### src/design/sbe_div.sv
// ----------------------------------------------------------------------------
// sbe_div
// Signed 32-bit divider, truncating; restoring, one quotient bit per cycle.
// ----------------------------------------------------------------------------
module sbe_div (
    input  logic        aclk,
    input  logic        aresetn,
    input  logic        start,
    input  logic [31:0] dividend,
    input  logic [31:0] divisor,
    output logic        done,
    output logic [31:0] quotient
);

    logic [32:0] rem_reg;
    logic [31:0] quo_reg;
    logic [31:0] dvs_reg;
    logic [5:0]  cnt_reg;
    logic        neg_reg;
    logic        busy_reg;
    logic        done_reg;

    logic [32:0] rem_shift;
    logic [32:0] diff;

    assign rem_shift = {rem_reg[31:0], quo_reg[31]};
    assign diff      = rem_shift - {1'b0, dvs_reg};

    always_ff @(posedge aclk) begin
        if (!aresetn) begin
            busy_reg <= 1'b0;
            done_reg <= 1'b0;
        end else begin
            done_reg <= 1'b0;
            if (start) begin
                busy_reg <= 1'b1;
                cnt_reg  <= '0;
                rem_reg  <= '0;
                quo_reg  <= dividend[31] ? (32'd0 - dividend) : dividend;
                dvs_reg  <= divisor[31] ? (32'd0 - divisor) : divisor;
                neg_reg  <= dividend[31] ^ divisor[31];
            end else if (busy_reg) begin
                if (!diff[32]) begin
                    rem_reg <= diff;
                    quo_reg <= {quo_reg[30:0], 1'b1};
                end else begin
                    rem_reg <= rem_shift;
                    quo_reg <= {quo_reg[30:0], 1'b0};
                end
                cnt_reg <= cnt_reg + 6'd1;
                if (cnt_reg == 6'd31) begin
                    busy_reg <= 1'b0;
                    done_reg <= 1'b1;
                end
            end
        end
    end

    assign done     = done_reg;
    assign quotient = neg_reg ? (32'd0 - quo_reg) : quo_reg;

endmodule

### config.mk
export PLATFORM = sky130hd
export DESIGN_NAME = sbe_div
export DESIGN_NICKNAME = d
export VERILOG_FILES = /design/src/design/sbe_div.sv
export SDC_FILE = /design/constraint.sdc
export NUM_CORES = 1
export LEC_CHECK = 0
export ABC_CLOCK_PERIOD_IN_PS = 5660
export BUFFER_PORTS_ARGS = -buffer_cell sky130_fd_sc_hd__buf_2
export CORE_UTILIZATION = 62
export CTS_CLUSTER_DIAMETER = 200
export DETAILED_ROUTE_END_ITERATION = 10
export PLACE_DENSITY = 0.85
export SYNTH_ARGS = -nofsm -noshare
export SYNTH_HDL_FRONTEND = slang
export SYNTH_SLANG_ARGS = --single-unit
### constraint.sdc
create_clock -name aclk -period 5.66 [get_ports aclk]
set_clock_uncertainty 0.1 [all_clocks]
set_input_delay 0.566 -clock aclk [delete_from_list [all_inputs] [get_ports aclk]]
set_output_delay 0.566 -clock aclk [all_outputs]
set_load 0.05 [all_outputs]
# Yosys cells after proc, flatten, opt, wreduce, memory -nomap -nowiden
# Index checks and enable logic that the tools add are counted.
# word_totals
regBits,105
inputBits,67
out_inout_bits,33
wordCells,34
# op_classes
add_sub_neg,5
eq_ne,1
mux,13
n_bitwise,3
n_reduce_logical,4
# ops
operator,count
32-bit two-way mux,6
1-bit by 32-bit subtractor with 32-bit output (first input constant),3
33-bit by 32-bit subtractor with 33-bit output,1
31-bit two-way mux,1
6-bit by 1-bit adder with 6-bit output (second input constant),1
6-bit by 5-bit == test with 1-bit output (second input constant),1
6-bit two-way mux,1
1-bit two-way mux,5
2-bit AND reduction,2
3-bit OR reduction,1
1-bit NOT,2
2-bit nonzero test,1
1-bit XOR,1

# Longest topological paths before layout
# Gate-level depths: netlist (run 1).
# logic_depth
ltp_word,4
depth_mapped,14
depth_no_buf,12

# Least setup slack after synthesis (run 1)
# No wires, ideal clock.
# synth_path
path_kind,reg-to-output
from,register quo_reg[3]
to,output quotient[29]
arrival_ps,3058
t_required_ps,4994
path_slack_ps,1936
path_stages_with_launch,10
n_path_buf,0
cell_sequence,edfxtp_1 -> nor2_2 -> nand4b_1 -> or3_4 -> or4_4 -> or3_4 -> or3_4 -> or2_4 -> o41ai_4 -> xnor2_1
# synth_via
elab_chain_cells,2
# synth_rtl
element,line_no,source
start: declaration,16,logic [31:0] quo_reg;
start signal: assignment,39,quo_reg <= dividend[31] ? (32'd0 - dividend) : dividend;
start signal: assignment,45,"quo_reg <= {quo_reg[30:0], 1'b1};"
start signal: assignment,48,"quo_reg <= {quo_reg[30:0], 1'b0};"
1-bit by 32-bit subtractor with 32-bit output,60,assign quotient = neg_reg ? (32'd0 - quo_reg) : quo_reg;
32-bit two-way mux,60,
end: declaration,12,output logic [31:0] quotient
# No other way between the ends.

# Worst setup path after layout (run 1)
# Same ends and word-level chain as after synthesis.

==> reports/results.tsv, run 1 <==
stage	metric	value	unit
timing	period_share	73.7	%
global_routing	grtUsageMet3	3.92	%
synth	ys.flop_type	edfxtp_1	
clocking	insertion_delay	0.35	ns
floorplan	design.core.area	12200	um^2
synth	yosysUniqueCellTypes	59	
place	placed_area	8480	um^2
detailed_routing	drt_wl_total	17.1	mm
synth	synthArstFlopShare	0	%
detailed_routing	drtIter0Drc	545	
floorplan	fp-row-count	40	
clocking	postCtsHoldBufs	0	
layout	drive_gt1_share	14.8	%
clocking	numCtsBuffers	9	
clocking	cts_max_level	3	
global_routing	use_met1	37.8	%
detailed_routing	firstDrtPassIters	5	
clocking	cts_setup_buffers	0	
global_routing	antenna_found_initial	0	
global_routing	grt_pass1_wl	28.2	mm
worst_setup_path	path_max_fanout	5	
synth	yosysWarnings	0	
place	io_buffers	99	
clocking	root_buffer	clkbuf_16	
worst_setup_path	startpoint_type	flop	
timing	setup_ws	1.49	ns
timing	finalSetupTns	0	ns
global_routing	grt_usage	27.4	%
layout	antennaDiodeCount	0	
detailed_routing	drtAntennaViolNets	0	
global_routing	grt_overflow	0	
timing	worstMarginPinSlew	1.03	ns
detailed_routing	vias	6498	
layout	num-nets-final	1023	
synth	synthesis.nets	940	
timing	slew_viol_final	0	
layout	syn2layout_area_growth	11.1	%
layout	final_common_cell	edfxtp_1	
timing	finalHoldViolations	0	
hold_path	hold_path_class	primary input to flop	
floorplan	die_w	115	um
layout	final_cell_mix	edfxtp_1, buf_2, xnor2_1	
timing	setup_viol	0	
detailed_routing	remaining_drc_errors	0	
worst_setup_path	worstPathArrival	3.50	ns
power_and_ir_drop	power_density	283	nW/um^2
layout	multiInputGateArea	4430	um^2
layout	fin_area	8740	um^2
place	dpl.hpwl	12.7	mm
global_routing	use_met2	43.8	%
global_routing	grt_max_degree	99	
global_routing	grt_pass1_vias	5977	
place	gp_congestion	0.883	
floorplan	num_io_pins	100	
timing	max_freq	240	MHz
clocking	cts.sinks	105	
layout	fillerInstances	999	
layout	final_util	71.6	%
worst_setup_path	crit_required	4.99	ns
place	pre_cts_slack	1.68	ns
worst_setup_path	cp-end-kind	output pin	
worst_setup_path	setup.worst_path.class	flop to output pin	
outcome	outcome	completed	
clocking	cts_tree	yes	
synth	synth_edf_count	103	
synth	syn-cell-area	7870	um^2
timing	min_period	4.17	ns
detailed_routing	vias_per_cell	5.95	
global_routing	busiest_layer	met2	
clocking	post_cts_resized	0	
power_and_ir_drop	p_leak	3.49	nW
timing	holdWs	0.352	ns
floorplan	die_y	115	um
detailed_routing	routedWlPerCell	15.7	um
power_and_ir_drop	power.total	2.47	mW
clocking	cts_buffer_depth	2	
synth	yosysSeqAreaShare	39.8	%
clocking	clk_pin_slew	0.07	ns
floorplan	die-area	13100	um^2
power_and_ir_drop	peakVddDrop	0.184	mV
floorplan	initial_utilization	64.4	%
timing	rsz0062_at_grt	false	
place	place_inst	1076	
layout	finalNonFillerCells	1092	
synth	syn_area_per_cell	9.41	um^2
run	cap_violations	0	
layout	regArea	3130	um^2
synth	ys_seq_elements	105	
synth	syn_inst	836	
timing	slew_headroom	31.0	%
layout make-up:
| type | instances | area share, % |
|---|---|---|
| inverter | 49 | 2.10 |
| clock buffer | 9 | 2.58 |
| clock inverter | 7 | 0.429 |
| sequential | 105 | 35.8 |
| multi-input combinational | 652 | 50.7 |
| timing repair buffer | 102 | 5.93 |
| tap | 168 | 2.40 |
critical path, cell delays in order (launching register included):
cell	delay [ns]
edfxtp_1	0.45
nor2_2	0.16
nand4b_1	0.13
or3_4	0.35
or4_4	0.43
or3_4	0.38
or3_4	0.35
or2_4	0.26
o41ai_4	0.21
xnor2_1	0.15
buf_2	0.28
power by group:
part	switching, mW	total, mW	internal (mW)
Combinational	0.553	0.893	0.340
Sequential	0.0523	1.00	0.952
Clock	0.279	0.572	0.293
synth_stat cells (8+ instances only):
master	instances	area, um^2
edfxtp_1	103	3090
xnor2_1	83	727
nor2_1	82	308
nand2_1	65	244
a21oi_1	56	280
o21ai_0	50	250
inv_1	49	184
ha_1	36	450
xor2_1	36	315
o31ai_1	27	203
mux2i_1	26	260
clkbuf_1	22	82.6
nand3_1	16	80.1
or3_1	15	93.8
a21o_1	14	105
nor3_1	13	65.1
nand2b_1	12	75.1
o41ai_1	11	96.3
or4_1	9	67.6
a31oi_1	8	50.1
nand4_1	8	50.1
cells by family after synthesis:
| logic type | share of synthesized area [%] |
|---|---|
| multiplexers | 4.31 |
| AND/OR/NAND/NOR | 16.5 |
| adder cells (fa/ha/maj) | 5.98 |
| XOR/XNOR | 13.2 |
| flip-flops | 39.8 |
| AO/OA/AOI/OAI | 16.3 |
| buffers and inverters | 3.85 |
layer usage:
layer	wire length [um]	up-vias
li1	-	3208
met1	7980	3079
met2	8030	187
met3	778	24
met4	342	0
met5	0	-
path summary, 6_finish.rpt:
| kind | endpoint | slack [ns] | start | cells past startpoint |
|---|---|---|---|---|
| setup / recovery | quotient[29] | 1.49 | quo_reg[3] | 10 |
| hold / removal | dvs_reg[0] | 0.35 | divisor[0] | 1 |
| setup reg to reg | rem_reg[7] | 1.68 | quo_reg[31] | 12 |
| hold reg to reg | done | 0.43 | busy_reg | 1 |
(Power assumes the default switching activity.)
==> run 2, diff against run 1 <==
- ABC_CLOCK_PERIOD_IN_PS: 5660 -> 4100
- CORE_UTILIZATION: 62 -> 59
- PLACE_DENSITY: 0.85 -> 0.81
- clock period: 5.66 -> 4.1 ns (I/O delays scaled with it)
==> run 2 against run 1 <==
- wire length barely moved
- total power rose by 39%
- die area rose by 5.0%
- flip-flop and latch count did not move
- critical path type unchanged
==> reports/results.tsv, run 2 (same netlist as run 1, synthesis figures left out) <==
stage	metric	value	unit
outcome	outcome	completed	
layout	final_util	68.8	%
floorplan	num_io_pins	100	
layout	drive_gt1_share	15.2	%
clocking	cts_buffer_depth	2	
global_routing	grt_max_degree	91	
detailed_routing	drtIter0Drc	514	
clocking	numCtsBuffers	9	
detailed_routing	vias	6424	
clocking	post_cts_resized	0	
detailed_routing	remaining_drc_errors	0	
timing	min_period	3.99	ns
layout	num-nets-final	1027	
detailed_routing	drtAntennaViolNets	0	
place	placed_area	8540	um^2
run	cap_violations	0	
power_and_ir_drop	pwr-share-comb	36.7	%
timing	rsz0062_at_grt	false	
power_and_ir_drop	p_sw_share	35.5	%
layout	fin_area	8820	um^2
layout	syn2layout_area_growth	12.1	%
layout	antennaDiodeCount	0	
clocking	root_buffer	clkbuf_16	
power_and_ir_drop	power_density	389	nW/um^2
worst_setup_path	r2r_slack	0.59	ns
timing	finalSetupTns	0	ns
place	gp_congestion	0.898	
floorplan	design.core.area	12800	um^2
place	pre_cts_slack	0.470	ns
timing	slew_viol_final	0	
hold_path	hp-start	divisor[0]	
global_routing	grt_overflow	0	
detailed_routing	highest_layer	met4	
detailed_routing	m1WireLength	8.00	mm
power_and_ir_drop	power.total	3.43	mW
detailed_routing	wl_met2	7.94	mm
timing	slew_headroom	33.0	%
worst_setup_path	startpoint_type	flop	
timing	finalHoldViolations	0	
hold_path	hold_path_class	primary input to flop	
worst_setup_path	critical_path.endpoint	quotient[27]	
power_and_ir_drop	peakVddDrop	0.343	mV
power_and_ir_drop	pwr-share-clk	23.0	%
timing	setup_ws	0.112	ns
power_and_ir_drop	internal_power	2.21	mW
global_routing	grt_pass1_vias	5878	
clocking	insertion_delay	0.36	ns
floorplan	die-area	13800	um^2
detailed_routing	routedWlPerCell	15.6	um
worst_setup_path	r2r_start	quo_reg[31]	
worst_setup_path	cp-end-kind	output pin	
floorplan	die_w	117	um
worst_setup_path	crit_required	3.59	ns
worst_setup_path	r2r_cells	13	
floorplan	fp-row-count	41	
worst_setup_path	setup.worst_path.class	flop to output pin	
detailed_routing	routed-wl-met3	790	um
global_routing	grt_usage	25.3	%
layout	final_cell_mix	edfxtp_1, buf_2, xnor2_1	
detailed_routing	drt_wl_total	17.1	mm
power_and_ir_drop	pwr-share-seq	40.3	%
timing	period_share	97.3	%
power_and_ir_drop	p_leak	3.52	nW
layout	final_common_cell	edfxtp_1	
clocking	postCtsHoldBufs	0	
timing	max_freq	251	MHz
worst_setup_path	worstPathArrival	3.48	ns
timing	setup_viol	0	
global_routing	grt_pass1_wl	28.0	mm
place	io_buffers	99	
detailed_routing	firstDrtPassIters	5	
worst_setup_path	crit_start	quo_reg[3]	
clocking	cts_max_level	3	
detailed_routing	vias_per_cell	5.84	
power_and_ir_drop	p_sw	1.22	mW
floorplan	die_y	117	um
floorplan	initial_utilization	61.3	%
place	dpl.hpwl	12.5	mm
global_routing	antenna_found_initial	0	
worst_setup_path	path_max_fanout	5	
worst_setup_path	reg2reg_to	rem_reg[11]	
timing	worstMarginPinSlew	1.01	ns
clocking	cts_tree	yes	
clocking	clk_pin_slew	0.06	ns
clocking	cts_setup_buffers	0	
clocking	cts.sinks	105	
[run 2: cell count changes in the layout (fill, tap and decap cells not counted), sizes merged]
cell / before / now
clkbuf: 9 / 14
clkinv: 5 / 4
[run 2: worst min-delay path by stage]
stage                      end  slack [ns]  cells after the start
finish              dvs_reg[0]        0.20                      1
global route        dvs_reg[0]        0.20                      1
CTS                 dvs_reg[0]        0.18                      1
detailed placement        done        0.41                      1
global placement          done        0.40                      1
floorplan                 done        0.39                      1
[run 2: worst max-delay path, stage by stage, from the launching register on]
cell	delay (ns)
edfxtp_1	0.45
nor2_2	0.17
nand4b_1	0.12
or3_4	0.35
or4_4	0.43
or3_4	0.38
or3_4	0.35
or2_4	0.26
o21ai_0	0.20
xnor2_1	0.14
buf_2	0.28
[run 2: per-layer routing]
metal | GRT usage, % | vias up
li1 | - | 3211
met1 | 35.7 | 3003
met2 | 39.0 | 177
met3 | 3.92 | 33
met4 | 9.94 | 0
met5 | 0 | -
[run 2: power groups by stage]
stage	Clock, mW	Sequential [mW]	Combinational (mW)
after floorplan	0	1.38	0.959
after global placement	0	1.40	1.22
after detailed placement	0	1.41	1.24
final	0.789	1.38	1.26
after global routing	0.843	1.40	1.38
after CTS	0.807	1.38	1.25
[run 2: area by class of cell]
| class | count | area [um^2] |
|---|---|---|
| Multi-Input combinational cell | 652 | 4440 |
| Fill cell | 1055 | 4000 |
| Sequential cell | 105 | 3130 |
| Timing Repair Buffer | 106 | 583 |
| Clock buffer | 10 | 229 |
| Tap cell | 172 | 215 |
| Inverter | 49 | 184 |
| Clock inverter | 6 | 35.0 |
[run 2: metrics by stage]
| stage | instances | hold slack [ns] |
|---|---|---|
| after floorplan | 836 | 0.391 |
| after global placement | 1084 | 0.396 |
| after detailed placement | 1084 | 0.409 |
| after CTS | 1100 | 0.183 |
| after global routing | 1100 | 0.200 |
| final | 1100 | 0.197 |
==> run 3, diff against run 2 <==
--- a/config.mk
+++ b/config.mk
@@ -6,10 +6,10 @@
 export NUM_CORES = 1
 export LEC_CHECK = 0
-export ABC_CLOCK_PERIOD_IN_PS = 4100
+export ABC_CLOCK_PERIOD_IN_PS = 4600
 export BUFFER_PORTS_ARGS = -buffer_cell sky130_fd_sc_hd__buf_2
-export CORE_UTILIZATION = 59
+export CORE_UTILIZATION = 62
 export CTS_CLUSTER_DIAMETER = 200
 export DETAILED_ROUTE_END_ITERATION = 10
-export PLACE_DENSITY = 0.81
+export PLACE_DENSITY = 0.85
 export SYNTH_ARGS = -nofsm -noshare
 export SYNTH_HDL_FRONTEND = slang
==> constraint.sdc (replaced) <==
create_clock -name aclk -period 4.6 [get_ports aclk]
set_clock_uncertainty 0.1 [all_clocks]
set_input_delay 0.92 -clock aclk [delete_from_list [all_inputs] [get_ports aclk]]
set_output_delay 0.92 -clock aclk [all_outputs]
set_load 0.05 [all_outputs]
==> run 3 against run 2 <==
- core utilization is 3.6 points higher
- first-iteration DRC count down 1.2%
- highest routed layer unchanged
- hold slack better by 0.26 ns
- critical path type unchanged
- largest power group unchanged
- register-to-register slack improved by 0.05 ns
==> reports/results.tsv, run 3 (same netlist as run 1, synthesis figures left out) <==
stage	metric	value	unit
outcome	outcome	completed	
place	pre_cts_slack	0.447	ns
floorplan	num_io_pins	100	
layout	syn2layout_area_growth	12.4	%
clocking	postCtsHoldBufs	0	
worst_setup_path	path_max_fanout	5	
floorplan	die-area	13100	um^2
power_and_ir_drop	p_sw	1.10	mW
clocking	numCtsBuffers	9	
clocking	cts.sinks	105	
place	dpl.hpwl	12.7	mm
worst_setup_path	cp-end-kind	output pin	
floorplan	die_w	115	um
floorplan	design.core.area	12200	um^2
clocking	cts_max_level	3	
worst_setup_path	max_stage_delay	0.44	ns
worst_setup_path	startpoint_type	flop	
detailed_routing	drtIter0Drc	508	
floorplan	fp-row-count	40	
worst_setup_path	setup.worst_path.class	flop to output pin	
worst_setup_path	crit_slowest_cell	or4_4	
timing	max_freq	223	MHz
timing	setup_viol	0	
timing	holdWs	0.455	ns
power_and_ir_drop	pwr-share-comb	35.4	%
worst_setup_path	worstPathArrival	3.47	ns
run	cap_violations	0	
detailed_routing	vias_per_cell	5.97	
power_and_ir_drop	pwr-share-seq	39.2	%
floorplan	die_y	115	um
worst_setup_path	crit_required	3.58	ns
power_and_ir_drop	internal_power	2.05	mW
detailed_routing	vias	6544	
global_routing	grt_overflow	0	
global_routing	antenna_found_initial	0	
timing	period_share	97.7	%
layout	final_common_cell	edfxtp_1	
global_routing	grt_usage	27.2	%
layout	drive_gt1_share	15.5	%
timing	worstMarginPinSlew	1.03	ns
clocking	cts_buffer_depth	2	
power_and_ir_drop	pwr-share-clk	25.4	%
detailed_routing	remaining_drc_errors	0	
worst_setup_path	cp_cell_sequence	nor2_2 -> nand4b_1 -> or3_4 -> or4_4 -> or3_4 -> or3_4 -> or2_4 -> o41ai_4 -> xnor2_1 -> clkbuf_4	
detailed_routing	routedWlPerCell	15.7	um
place	gp_congestion	0.885	
global_routing	grt_pass1_vias	5929	
power_and_ir_drop	peakVddDrop	0.207	mV
timing	finalSetupTns	0	ns
layout	finalNonFillerCells	1097	
clocking	insertion_delay	0.36	ns
place	io_buffers	99	
timing	finalHoldViolations	0	
detailed_routing	firstDrtPassIters	5	
layout	final_cell_mix	edfxtp_1, buf_2, xnor2_1	
place	place_inst	1079	
layout	num-nets-final	1028	
power_and_ir_drop	p_leak	3.54	nW
timing	setup_ws	0.107	ns
timing	slew_headroom	31.5	%
detailed_routing	drtAntennaViolNets	0	
clocking	clk_pin_slew	0.07	ns
worst_setup_path	critPathTopFamily	simple AND/OR/NAND/NOR gates	
detailed_routing	drt_wl_total	17.3	mm
global_routing	grt_pass1_wl	28.0	mm
worst_setup_path	cp_common_cell	or3_4	
power_and_ir_drop	p_sw_share	34.8	%
hold_path	hold_path_class	flop to flop	
clocking	root_buffer	clkbuf_16	
layout	antennaDiodeCount	0	
floorplan	initial_utilization	64.4	%
worst_setup_path	cp_num_buf_inv	1	
layout	fillerInstances	925	
timing	min_period	4.49	ns
power_and_ir_drop	power_density	356	nW/um^2
global_routing	grt_max_degree	80	
timing	slew_viol_final	0	
clocking	cts_tree	yes	
power_and_ir_drop	power.total	3.15	mW
## run 3: changes by cell type in the layout (fill, tap and decap cells not counted)
cell / previous run / this run
clkinv_2: 0 / 1
clkbuf_8: 0 / 2
bufinv_16: 0 / 1
o31ai_1: 26 / 27
o31ai_2: 2 / 1
clkinv_1: 3 / 0
clkinvlp_4: 2 / 1
buf_4: 5 / 9
buf_2: 95 / 94
buf_12: 2 / 0
## run 3: timing repair
action | in CTS | in global routing
buffers inserted | 0 | 2
endpoints found under the setup margin | 0 | 5
resized for setup | 0 | 7
## run 3: worst paths after layout
check                  to         from  cells past startpoint  slack, ns
max          quotient[29]   quo_reg[3]                     10       0.11
min                  done     busy_reg                      1       0.46
max reg2reg   rem_reg[16]  quo_reg[31]                     13       0.64
min reg2reg          done     busy_reg                      1       0.46
## run 3: power by group through the flow
stage | logic, mW | registers [mW] | clock network, mW
6_report | 1.11 | 1.23 | 0.799
5_1_grt | 1.21 | 1.24 | 0.846
4_1_cts | 1.10 | 1.23 | 0.804
3_5_place_dp | 1.09 | 1.25 | 0
3_3_place_gp | 1.07 | 1.25 | 0
2_1_floorplan | 0.855 | 1.23 | 0
## run 3: per-stage QoR
step / util [%] / cell area, um^2
2_1_floorplan: - / 7870
3_3_place_gp: 69.6 / 8500
3_5_place_dp: 69.6 / 8500
4_1_cts: 72.1 / 8810
5_1_grt: 72.4 / 8840
6_report: 72.4 / 8840
## run 3: final cells by class
class                      count  area, um^2  share of cell area [%]
clock buffer                  12         256                    2.90
tap                          168         210                    2.38
sequential                   105        3130                    35.4
clock inverter                 4        51.3                   0.580
timing repair buffer         107         568                    6.43
multi-input combinational    652        4440                    50.2
inverter                      49         184                    2.08
## run 3: worst register-to-register path: cells and delay by family, from the launching register on
| kind | cells | cell delay [ns] |
|---|---|---|
| AO/OA/AOI/OAI | 4 | 0.97 |
| adder cells (fa/ha/maj) | 2 | 0.66 |
| AND/OR/NAND/NOR | 3 | 0.66 |
| multiplexers | 2 | 0.48 |
| buffers and inverters | 2 | 0.37 |
| flip-flops | 1 | 0.43 |
## run 3: routing by layer
| metal | global-route usage (%) | part of all wire, % | up-vias | routed length, um |
|---|---|---|---|---|
| met1 | 36.8 | 45 | 3104 | 7730 |
| met4 | 10.5 | 2.3 | 0 | 390 |
| met3 | 4.24 | 5.6 | 30 | 970 |
| li1 | - | - | 3212 | - |
| met2 | 44.2 | 47 | 198 | 8170 |
| met5 | 0 | 0 | - | 0 |
